===== config.mk =====
export PLATFORM = sky130hd
export DESIGN_NAME = fixed_slot_free_list_allocator
export DESIGN_NICKNAME = d
export VERILOG_FILES = /design/src/hw/rtl/fsfl_pkg.sv /design/src/hw/rtl/fixed_slot_free_list_allocator.sv /design/src/hw/rtl/fsfl_ram.sv
export SDC_FILE = /design/constraint.sdc
export NUM_CORES = 2
export LEC_CHECK = 0
export ABC_AREA = 1
export BUFFER_PORTS_ARGS = -buffer_cell sky130_fd_sc_hd__buf_2
export CORE_ASPECT_RATIO = 0.7
export CORE_UTILIZATION = 55
export CTS_CLUSTER_DIAMETER = 200
export DETAILED_ROUTE_END_ITERATION = 16
export PLACE_DENSITY = 0.81
export SLEW_MARGIN = 20
export SYNTH_ARGS = -nofsm -noshare
export SYNTH_HDL_FRONTEND = slang
export SYNTH_SLANG_ARGS = --single-unit
export TNS_END_PERCENT = 50

===== constraint.sdc =====
create_clock -name clk_i -period 16.4 [get_ports clk_i]
set_input_delay 4.1 -clock clk_i [delete_from_list [all_inputs] [get_ports clk_i]]
set_output_delay 4.1 -clock clk_i [all_outputs]
set_load 0.03 [all_outputs]

===== src/hw/rtl/fsfl_pkg.sv =====
// ----------------------------------------------------------------------------
// Free-list slot allocator package
// Operation, status and register codes and the sequencer state type.
// ----------------------------------------------------------------------------
package fsfl_pkg;

  // Operation codes carried by an input item.
  localparam logic [1:0] OP_ALLOC = 2'd0;
  localparam logic [1:0] OP_FREE  = 2'd1;
  localparam logic [1:0] OP_BUILD = 2'd2;

  // Result status codes.
  localparam logic [1:0] ST_OK        = 2'd0;
  localparam logic [1:0] ST_EMPTY     = 2'd1;
  localparam logic [1:0] ST_IGNORED   = 2'd2;
  localparam logic [1:0] ST_NOT_BUILT = 2'd3;

  // Configuration register indexes.
  localparam logic [1:0] CFG_POOL_BASE  = 2'd0;
  localparam logic [1:0] CFG_SLOT_BYTES = 2'd1;
  localparam logic [1:0] CFG_SLOTS_REQ  = 2'd2;
  localparam logic [1:0] CFG_ALIGN      = 2'd3;

  // Field widths fixed by the interface.
  localparam int unsigned ADDR_W    = 32;
  localparam int unsigned SIZE_W    = 13;
  localparam int unsigned REQ_W     = 8;
  localparam int unsigned IDX_OUT_W = 7;
  localparam int unsigned CNT_OUT_W = 8;
  localparam int unsigned BLK_W     = SIZE_W + REQ_W;

  // The shared divider retires one quotient bit per cycle.
  localparam int unsigned DIV_STEPS  = ADDR_W;
  localparam int unsigned DIV_STEP_W = $clog2(DIV_STEPS);

  typedef enum logic [9:0] {
    S_IDLE     = 10'b00_0000_0001,
    S_DIV_REM  = 10'b00_0000_0010,
    S_BLD_CNT  = 10'b00_0000_0100,
    S_DIV_CNT  = 10'b00_0000_1000,
    S_BLD_SAT  = 10'b00_0001_0000,
    S_BLD_LINK = 10'b00_0010_0000,
    S_DIV_IDX  = 10'b00_0100_0000,
    S_FREE_CHK = 10'b00_1000_0000,
    S_ALLOC    = 10'b01_0000_0000,
    S_OUT      = 10'b10_0000_0000
  } fsfl_state_e;

endpackage


===== src/hw/rtl/fixed_slot_free_list_allocator.sv =====
// ----------------------------------------------------------------------------
// Fixed-slot free-list allocator
// An item is taken only in the idle state and the input stalls until its
// result moves to the output register, so one item is in flight at a time.
// Free and build wait on the bit-serial divider, allocate on the link memory
// read, and an item answered by status alone goes straight to the output.
// Reset: pool not built, list empty, configuration at its reset values. The
// link memory is not cleared; build writes every link before it is read.
// ----------------------------------------------------------------------------
// A slot pool with a last-in-first-out free list kept in a link memory.
//
// A build item first divides the pool base by the alignment to find the
// misalignment; if there is one, it pads the head up to the next aligned
// address and trims the raw block by one alignment unit in all. It then
// divides the rest by the slot size to get the usable slot count, saturated
// at MAX_SLOTS. A sweep then writes one link per cycle, slot n-1 at the head.
//
// Allocate pops the list head. The link of the head is read from the memory
// at the edge where the item is accepted, so the following cycle can form the
// slot address with one small multiply and add and move the head on.
//
// Free subtracts the aligned head from the address and divides the offset by
// the slot size. A quotient at or above the usable count is a foreign address
// and is ignored, as is address zero; otherwise the slot is pushed onto the list.
//
// All three divisions share one restoring divider that takes a 32-bit
// dividend and a 13-bit divisor and produces one quotient bit per cycle.
//
// Finished results sit in a result register and move to the output register
// when it is free, so a result waiting on a stalled consumer never blocks the
// arithmetic of the item.
// ----------------------------------------------------------------------------
module fixed_slot_free_list_allocator
  import fsfl_pkg::*;
#(
  parameter int unsigned MAX_SLOTS = 128
) (
  input  logic                 clk_i,
  input  logic                 rst_ni,

  // Configuration write channel.
  input  logic                 cfg_valid_i,
  output logic                 cfg_ready_o,
  input  logic [1:0]           cfg_index_i,
  input  logic [ADDR_W-1:0]    cfg_data_i,

  // Input item channel.
  input  logic                 in_valid_i,
  output logic                 in_stall_o,
  input  logic [1:0]           in_opcode_i,
  input  logic [ADDR_W-1:0]    in_free_address_i,

  // Result item channel.
  output logic                 out_valid_o,
  input  logic                 out_stall_i,
  output logic [ADDR_W-1:0]    out_slot_address_o,
  output logic [IDX_OUT_W-1:0] out_slot_index_o,
  output logic [1:0]           out_status_o,
  output logic [CNT_OUT_W-1:0] out_usable_slots_o
);

  // Slot index width, and count width which also holds the null marker.
  localparam int unsigned AW = $clog2(MAX_SLOTS);
  localparam int unsigned LW = $clog2(MAX_SLOTS + 1);
  localparam logic [LW-1:0] SLOT_CAP  = LW'(MAX_SLOTS);
  localparam logic [LW-1:0] NULL_LINK = LW'(MAX_SLOTS);

  fsfl_state_e state_q, state_d;

  // Configuration registers.
  logic [ADDR_W-1:0] pool_base_q;
  logic [SIZE_W-1:0] slot_bytes_q;
  logic [REQ_W-1:0]  slots_req_q;
  logic [SIZE_W-1:0] align_bytes_q;

  // Pool state.
  logic              built_q, built_d;
  logic [LW-1:0]     head_q, head_d;
  logic [LW-1:0]     count_q, count_d;
  logic [ADDR_W-1:0] ahead_q, ahead_d;

  // Shared divider: dividend shifts out at the top while quotient bits
  // shift in at the bottom.
  logic [ADDR_W-1:0]     dvd_q, dvd_d;
  logic [SIZE_W-1:0]     rem_q, rem_d;
  logic [SIZE_W-1:0]     dvs_q, dvs_d;
  logic [DIV_STEP_W-1:0] step_q, step_d;
  logic [SIZE_W:0]       div_trial;
  logic [SIZE_W:0]       div_diff;
  logic                  div_ge;
  logic                  div_last;

  // Build and sweep working registers.
  logic [BLK_W-1:0] blk_q, blk_d;
  logic [LW-1:0]    sweep_q, sweep_d;

  // Result waiting for the output register.
  logic [ADDR_W-1:0]    res_addr_q, res_addr_d;
  logic [IDX_OUT_W-1:0] res_idx_q, res_idx_d;
  logic [1:0]           res_status_q, res_status_d;

  // Output register.
  logic                 out_valid_q, out_valid_d;
  logic                 out_load;
  logic [ADDR_W-1:0]    out_addr_q;
  logic [IDX_OUT_W-1:0] out_idx_q;
  logic [1:0]           out_status_q;
  logic [CNT_OUT_W-1:0] out_usable_q;

  // Link memory ports.
  logic          ram_we;
  logic [AW-1:0] ram_waddr;
  logic [LW-1:0] ram_wdata;
  logic [LW-1:0] ram_rdata;

  // Derived values.
  logic [SIZE_W-1:0]    size_eff;
  logic [SIZE_W-1:0]    align_eff;
  logic [SIZE_W-1:0]    trim;
  logic [SIZE_W-1:0]    pad;
  logic [LW+SIZE_W-1:0] alloc_prod;
  logic [ADDR_W-1:0]    alloc_addr;
  logic [ADDR_W-1:0]    free_off;
  logic                 cfg_we;

  // A register value of zero acts as one.
  assign size_eff  = (slot_bytes_q == '0) ? SIZE_W'(1) : slot_bytes_q;
  assign align_eff = (align_bytes_q == '0) ? SIZE_W'(1) : align_bytes_q;

  // One restoring step of the shared divider.
  assign div_trial = {rem_q, dvd_q[ADDR_W-1]};
  assign div_ge    = (div_trial >= {1'b0, dvs_q});
  assign div_diff  = div_trial - {1'b0, dvs_q};
  assign div_last  = (step_q == DIV_STEP_W'(DIV_STEPS - 1));

  // With the base remainder in rem_q and the alignment in dvs_q, the head
  // pad and the tail trim remove exactly one alignment unit, or none if aligned.
  assign pad  = (rem_q != '0) ? (dvs_q - rem_q) : '0;
  assign trim = (rem_q != '0) ? dvs_q : '0;

  assign alloc_prod = head_q * size_eff;
  assign alloc_addr = ahead_q + ADDR_W'(alloc_prod);
  assign free_off   = in_free_address_i - ahead_q;

  assign cfg_ready_o = (state_q == S_IDLE);
  assign cfg_we      = cfg_valid_i && cfg_ready_o;
  assign in_stall_o  = (state_q != S_IDLE);

  always_comb begin
    state_d      = state_q;
    built_d      = built_q;
    head_d       = head_q;
    count_d      = count_q;
    ahead_d      = ahead_q;
    dvd_d        = dvd_q;
    rem_d        = rem_q;
    dvs_d        = dvs_q;
    step_d       = step_q;
    blk_d        = blk_q;
    sweep_d      = sweep_q;
    res_addr_d   = res_addr_q;
    res_idx_d    = res_idx_q;
    res_status_d = res_status_q;
    out_valid_d  = out_valid_q;
    out_load     = 1'b0;
    ram_we       = 1'b0;
    ram_waddr    = sweep_q[AW-1:0];
    ram_wdata    = head_q;

    if (out_valid_q && !out_stall_i) begin
      out_valid_d = 1'b0;
    end

    case (state_q)
      S_IDLE: begin
        if (in_valid_i) begin
          res_addr_d   = '0;
          res_idx_d    = '0;
          res_status_d = ST_OK;
          state_d      = S_OUT;
          case (in_opcode_i)
            OP_ALLOC: begin
              if (!built_q) begin
                res_status_d = ST_NOT_BUILT;
              end else if (head_q >= count_q) begin
                res_status_d = ST_EMPTY;
              end else begin
                // The link of the head is captured by the memory this edge.
                state_d = S_ALLOC;
              end
            end
            OP_FREE: begin
              if (!built_q) begin
                res_status_d = ST_NOT_BUILT;
              end else if (in_free_address_i == '0) begin
                res_status_d = ST_IGNORED;
              end else begin
                dvd_d   = free_off;
                rem_d   = '0;
                dvs_d   = size_eff;
                step_d  = '0;
                state_d = S_DIV_IDX;
              end
            end
            OP_BUILD: begin
              dvd_d   = pool_base_q;
              rem_d   = '0;
              dvs_d   = align_eff;
              step_d  = '0;
              blk_d   = size_eff * slots_req_q;
              state_d = S_DIV_REM;
            end
            default: begin
              // Reserved code: plain success with nothing changed.
            end
          endcase
        end
      end

      S_DIV_REM, S_DIV_CNT, S_DIV_IDX: begin
        dvd_d  = {dvd_q[ADDR_W-2:0], div_ge};
        rem_d  = div_ge ? div_diff[SIZE_W-1:0] : div_trial[SIZE_W-1:0];
        step_d = step_q + DIV_STEP_W'(1);
        if (div_last) begin
          case (state_q)
            S_DIV_REM: state_d = S_BLD_CNT;
            S_DIV_CNT: state_d = S_BLD_SAT;
            default:   state_d = S_FREE_CHK;
          endcase
        end
      end

      S_BLD_CNT: begin
        ahead_d = pool_base_q + ADDR_W'(pad);
        if (blk_q >= BLK_W'(trim)) begin
          dvd_d   = ADDR_W'(blk_q - BLK_W'(trim));
          rem_d   = '0;
          dvs_d   = size_eff;
          step_d  = '0;
          state_d = S_DIV_CNT;
        end else begin
          // Block too small for the trims: no usable slots.
          dvd_d   = '0;
          state_d = S_BLD_SAT;
        end
      end

      S_BLD_SAT: begin
        count_d = (dvd_q >= ADDR_W'(MAX_SLOTS)) ? SLOT_CAP : dvd_q[LW-1:0];
        head_d  = NULL_LINK;
        sweep_d = '0;
        state_d = S_BLD_LINK;
      end

      S_BLD_LINK: begin
        if (sweep_q < count_q) begin
          ram_we    = 1'b1;
          ram_waddr = sweep_q[AW-1:0];
          ram_wdata = (sweep_q == '0) ? NULL_LINK : (sweep_q - LW'(1));
          sweep_d   = sweep_q + LW'(1);
        end else begin
          head_d  = (count_q == '0) ? NULL_LINK : (count_q - LW'(1));
          built_d = 1'b1;
          state_d = S_OUT;
        end
      end

      S_FREE_CHK: begin
        if (dvd_q >= ADDR_W'(count_q)) begin
          res_status_d = ST_IGNORED;
        end else begin
          ram_we    = 1'b1;
          ram_waddr = dvd_q[AW-1:0];
          ram_wdata = head_q;
          head_d    = dvd_q[LW-1:0];
          res_idx_d = IDX_OUT_W'(dvd_q[LW-1:0]);
        end
        state_d = S_OUT;
      end

      S_ALLOC: begin
        res_addr_d = alloc_addr;
        res_idx_d  = IDX_OUT_W'(head_q);
        head_d     = ram_rdata;
        state_d    = S_OUT;
      end

      S_OUT: begin
        if (!out_valid_q || !out_stall_i) begin
          out_valid_d = 1'b1;
          out_load    = 1'b1;
          state_d     = S_IDLE;
        end
      end

      default: begin
        state_d = S_IDLE;
      end
    endcase
  end

  // Control state and configuration.
  always_ff @(posedge clk_i or negedge rst_ni) begin
    if (!rst_ni) begin
      state_q       <= S_IDLE;
      built_q       <= 1'b0;
      head_q        <= NULL_LINK;
      count_q       <= '0;
      ahead_q       <= '0;
      out_valid_q   <= 1'b0;
      pool_base_q   <= '0;
      slot_bytes_q  <= SIZE_W'(8);
      slots_req_q   <= REQ_W'(128);
      align_bytes_q <= SIZE_W'(8);
    end else begin
      state_q     <= state_d;
      built_q     <= built_d;
      head_q      <= head_d;
      count_q     <= count_d;
      ahead_q     <= ahead_d;
      out_valid_q <= out_valid_d;
      if (cfg_we) begin
        case (cfg_index_i)
          CFG_POOL_BASE:  pool_base_q   <= cfg_data_i;
          CFG_SLOT_BYTES: slot_bytes_q  <= cfg_data_i[SIZE_W-1:0];
          CFG_SLOTS_REQ:  slots_req_q   <= cfg_data_i[REQ_W-1:0];
          CFG_ALIGN:      align_bytes_q <= cfg_data_i[SIZE_W-1:0];
          default: begin
          end
        endcase
      end
    end
  end

  // Datapath registers.
  always_ff @(posedge clk_i) begin
    dvd_q        <= dvd_d;
    rem_q        <= rem_d;
    dvs_q        <= dvs_d;
    step_q       <= step_d;
    blk_q        <= blk_d;
    sweep_q      <= sweep_d;
    res_addr_q   <= res_addr_d;
    res_idx_q    <= res_idx_d;
    res_status_q <= res_status_d;
    if (out_load) begin
      out_addr_q   <= res_addr_q;
      out_idx_q    <= res_idx_q;
      out_status_q <= res_status_q;
      out_usable_q <= CNT_OUT_W'(count_q);
    end
  end

  fsfl_ram #(
    .WIDTH (LW),
    .DEPTH (MAX_SLOTS)
  ) u_link_ram (
    .clk_i   (clk_i),
    .we_i    (ram_we),
    .waddr_i (ram_waddr),
    .wdata_i (ram_wdata),
    .raddr_i (head_q[AW-1:0]),
    .rdata_o (ram_rdata)
  );

  assign out_valid_o        = out_valid_q;
  assign out_slot_address_o = out_addr_q;
  assign out_slot_index_o   = out_idx_q;
  assign out_status_o       = out_status_q;
  assign out_usable_slots_o = out_usable_q;

endmodule


===== src/hw/rtl/fsfl_ram.sv =====
// ----------------------------------------------------------------------------
// Generic single-write, single-read RAM
// One write port and one read port with registered read data.
// ----------------------------------------------------------------------------
module fsfl_ram #(
  parameter int unsigned WIDTH = 8,
  parameter int unsigned DEPTH = 128
) (
  input  logic                     clk_i,
  input  logic                     we_i,
  input  logic [$clog2(DEPTH)-1:0] waddr_i,
  input  logic [WIDTH-1:0]         wdata_i,
  input  logic [$clog2(DEPTH)-1:0] raddr_i,
  output logic [WIDTH-1:0]         rdata_o
);

  logic [WIDTH-1:0] mem_q [DEPTH];
  logic [WIDTH-1:0] rdata_q;

  always_ff @(posedge clk_i) begin
    if (we_i) begin
      mem_q[waddr_i] <= wdata_i;
    end
    rdata_q <= mem_q[raddr_i];
  end

  assign rdata_o = rdata_q;

endmodule

==> impl_summary.md <==
Clock network
For this design, the CTS-stage hold fixing added 0 buffers. Counting along the longest clock path gives a buffer depth of 3. After clock tree synthesis, the clock-pin slew on the worst setup and hold paths is roughly 0.06 ns.

Clock tree synthesis found a total of roughly 1300 sinks. The clock latency at the later pin of the worst-skew pair is 0.77 ns. The TritonCTS clock tree is built. CTS built an H-tree with a depth of 4. The library cell used as clock root buffer is sky130_fd_sc_hd__clkbuf_16.

Buffers inserted during clock tree synthesis total 130. Post-CTS timing repair inserted 0 buffers for setup. Post-CTS repair changed the size of 0 cells.

Drt
The detailed router used layers up to and including met4. In this run, the number of DRC markers left after iteration 0 of detailed routing was between 8000 and 9000. The vias per cell is around 6. The final routed wire length divided by cell count is ~22 µm. The detailed route wirelength on metal2 is between 80000 and 90000 µm. The via total after detailed routing is 53413. The total wirelength of the detailed-routed design is approximately 200000 µm. The count of unresolved DRC violations after routing is 0. The wire length on met3 is about 29000 µm. The count of antenna-violating nets left after detailed routing is 0.

The count of TritonRoute iterations in the first routing pass is 8. In the final routing, the length of wire on met1 measures about 80000 µm.

Floorplanning
Once the floorplan was initialized, standard cells occupied a little under three fifths of the core. The floorplan step defined a die boundary enclosing 0.127 mm². The number of cell rows is between 100 and 150. The die is approximately 430 µm wide.

The area of the core region is 0.124 mm². The die boundary height is approximately 300 µm. The I/O pin count is about 130.

Final layout
Excluding fillers, the count of instances in the completed layout stands at 8891. The layout net count is approximately 7600. In the layout the commonest cells are sky130_fd_sc_hd__nand2_1 (1985), sky130_fd_sc_hd__edfxtp_1 (1206), sky130_fd_sc_hd__nand3_1 (1127). The count of filler cells inserted in the layout is around 10000.

The leading cell type in the layout, fill and taps excluded is sky130_fd_sc_hd__nand2_1. The post-route netlist has 6.05% of its cells at a drive strength greater than 1. The layout overhead on the synthesized area is 9.22%.

Global routing
The number of antenna violations at the first check in global routing came to 1. Global routing used 31.2% of the available tracks. The first global-routing pass estimated about 300000 µm of wire.

Entering global routing, the biggest net connects roughly 210 pins. The via count of the first global-routing pass is roughly 49000. The overall overflow remaining after global route is 0.

Critical path
STA puts the critical path data arrival time at roughly 2.4 ns. The highest-delay cell along the critical path is sky130_fd_sc_hd__dfrtp_1. The maximum single-stage delay on the critical path is approximately 0.4 ns. The data required time of the worst path is 12.30 ns. The kind of capture point of the worst setup path is an output port. The type of the worst setup path is reg -> out.

Of all nets on the critical path, the largest fanout is 9. The sort of element at the start of the critical path is a flip-flop. Traced cell by cell, the critical path runs through nor2_2 > nand2_1 > nor2_4 > inv_2 > buf_2.

Pwr
VDD sags by at most between 0.2 and 0.25 mV. The final total power is between 10 and 15 mW. The total power per unit cell area is 156 mW/mm². Summed over all cells, the static leakage comes to 31.7 nW.

Timing
The post-route minimum period is roughly 6.5 ns. The number of pins with negative max-slew slack in the final report is 0. For the final database, setup skew stands at 0.0254 ns.

The relative max-transition margin is between 20% and 30%. The hold violation count in the final report is 0. The setup violation total in the final timing report is 0. The period utilization is 39.4%. Based on the critical path, the design can be clocked at up to between 150 and 200 MHz. Setup repair after global routing left no endpoint under its margin. For the pin with the worst max-slew slack, the measured transition is about 1.2 ns. The final total negative setup slack is 0 ns.

The post-route worst hold slack is approximately 0.42 ns.

Hold path
The min-delay analysis places its worst path in the category reg -> reg.

Synthesis
After synthesis, flip-flops and latches occupy 57.4% of the total area. The count of distinct cell types in the synthesized netlist is 56. The cell count after synthesis came out at about 7100.

The yosys synthesis warning count is 0. The number of nets produced by synthesis is approximately 7600. A synthesized cell averages around 9.6 µm². For this run, the leading register cell type out of synthesis is sky130_fd_sc_hd__edfxtp_1. The synthesized design contains 1206 enable-type register cells. The summed instance area of the synthesized netlist is 0.0689 mm². The share of flip-flops with an asynchronous set or reset after synthesis is 9.40%. The number of synthesized register bits is about 1300.

Place
The last weighted congestion value of the routability-driven placer is 1.06. Detailed placement ended at an HPWL of between 100000 and 150000 µm. After detailed placement, the design holds a cell count of ~8600.

The count of input and output buffers is around 120.

Outcome
The flow ran to the end, and the final reports show no timing, DRC or antenna violations.

Run
The tool flagged a number of max-cap violations equal to 0.
[power breakdown]
part           internal [mW]  switching, mW
Combinational           1.35           2.90
Sequential              4.12          0.353
Clock                   1.71           1.33
[area by class of cell]
type	count	area, µm²	share of cell area, %
Antenna cell	1	2.50	0.00333
Clock buffer	161	3520	4.68
Clock inverter	80	762	1.01
Inverter	740	2800	3.71
Multi-Input combinational cell	4739	25400	33.8
Sequential cell	1340	39500	52.6
Tap cell	1650	2060	2.74
Timing Repair Buffer	180	1130	1.51
[stage by stage]
stage | cell area [µm²] | worst slack (ns) | utilization, %
floorplan | 68900 | 8.74 | -
global placement | 70900 | 9.87 | 57.2
detailed placement | 70900 | 9.88 | 57.2
CTS | 75200 | 9.93 | 60.6
global route | 75200 | 9.88 | 60.7
finish | 75200 | 9.94 | 60.7
[Yosys cell counts (2+ instances only)]
cell type | n | area [µm²]
sky130_fd_sc_hd__nor4_1 | 12 | 75.1
sky130_fd_sc_hd__o21bai_1 | 14 | 105
sky130_fd_sc_hd__a31oi_1 | 11 | 68.8
sky130_fd_sc_hd__nand2_1 | 1985 | 7450
sky130_fd_sc_hd__a21oi_1 | 255 | 1280
sky130_fd_sc_hd__nor2_1 | 438 | 1640
sky130_fd_sc_hd__nand4_1 | 52 | 325
sky130_fd_sc_hd__dfstp_2 | 5 | 131
sky130_fd_sc_hd__nand3b_1 | 3 | 22.5
sky130_fd_sc_hd__o21ai_4 | 2 | 32.5
sky130_fd_sc_hd__buf_4 | 3 | 22.5
sky130_fd_sc_hd__dfrtp_1 | 121 | 3030
sky130_fd_sc_hd__edfxtp_1 | 1206 | 36200
sky130_fd_sc_hd__inv_1 | 729 | 2740
sky130_fd_sc_hd__inv_2 | 9 | 33.8
sky130_fd_sc_hd__o21a_1 | 14 | 105
sky130_fd_sc_hd__a22oi_1 | 2 | 15.0
sky130_fd_sc_hd__nand3_2 | 5 | 50.1
sky130_fd_sc_hd__clkbuf_1 | 251 | 942
sky130_fd_sc_hd__a21boi_0 | 4 | 30.0
sky130_fd_sc_hd__and2_1 | 3 | 18.8
sky130_fd_sc_hd__xnor2_1 | 24 | 210
sky130_fd_sc_hd__o22ai_1 | 14 | 87.6
sky130_fd_sc_hd__nand3_1 | 1129 | 5650
sky130_fd_sc_hd__o31ai_1 | 4 | 30.0
sky130_fd_sc_hd__nor2_2 | 4 | 25.0
sky130_fd_sc_hd__nor3_1 | 44 | 220
sky130_fd_sc_hd__or2_2 | 6 | 37.5
sky130_fd_sc_hd__buf_6 | 4 | 45.0
sky130_fd_sc_hd__o211ai_1 | 14 | 105
sky130_fd_sc_hd__o21ai_0 | 266 | 1330
sky130_fd_sc_hd__dfxtp_1 | 8 | 160
sky130_fd_sc_hd__ha_1 | 199 | 2490
sky130_fd_sc_hd__buf_1 | 43 | 161
sky130_fd_sc_hd__a21o_1 | 10 | 75.1
sky130_fd_sc_hd__nand2_2 | 3 | 18.8
sky130_fd_sc_hd__nor3b_1 | 3 | 22.5
sky130_fd_sc_hd__buf_2 | 23 | 115
sky130_fd_sc_hd__xor2_1 | 39 | 342
sky130_fd_sc_hd__mux2_2 | 2 | 22.5
sky130_fd_sc_hd__clkinv_1 | 2 | 7.51
sky130_fd_sc_hd__nor2_4 | 4 | 45.0
sky130_fd_sc_hd__nand4_4 | 6 | 128
sky130_fd_sc_hd__fa_1 | 156 | 3120
[path summary, 6_finish.rpt]
check | from | endpoint | depth (start not counted) | slack (ns)
max in group asynchronous | rst_ni | head_q[1]$_DFFE_PN0P_ | 3 | 11.26
worst min register to register | res_status_q[1]$_SDFFCE_PN1P_ | out_status_o[1]$_DFFE_PP_ | 0 | 0.42
worst max register to register | slot_bytes_q[5]$_DFFE_PN0P_ | res_addr_q[30]$_SDFFCE_PN0P_ | 21 | 10.18
worst min-delay path | res_status_q[1]$_SDFFCE_PN1P_ | out_status_o[1]$_DFFE_PP_ | 0 | 0.42
min in group asynchronous | rst_ni | pool_base_q[24]$_DFFE_PN0P_ | 1 | 3.31
worst max-delay path | state_q[5]$_DFFE_PN0P_ | in_stall_o | 5 | 9.94
[cell families after synthesis]
family,after synthesis,share of synthesized area [%]
xor+xnor,63,0.801
compound gates,618,4.83
fa+ha+maj,355,8.15
simple gates,3700,22.9
flops,1340,57.4
mux,3,0.0490
buf+inv,1064,5.90
[critical path: cells and delay by family, from the launching register on]
family | cells | cell delay (ns)
buffers and inverters | 2 | 0.37
AND/OR/NAND/NOR | 3 | 0.82
flip-flops | 1 | 0.41
[routing by layer]
layer / vias to the layer above / GRT usage [%]
li1: 24060 / -
met1: 25349 / 47.5
met2: 3632 / 43.1
met3: 372 / 9.03
met4: 0 / 8.98
met5: - / 0
[state kept, by name (all words and copies together), names as in the netlist, 21 cells and up]
register            count
res_addr_q             32
blk_q                  21
pool_base_q            32
out_slot_address_o     32
ahead_q                32
u_link_ram.mem_q     1024
dvd_q                  32
Note: power is estimated with default switching activity, not from simulation.
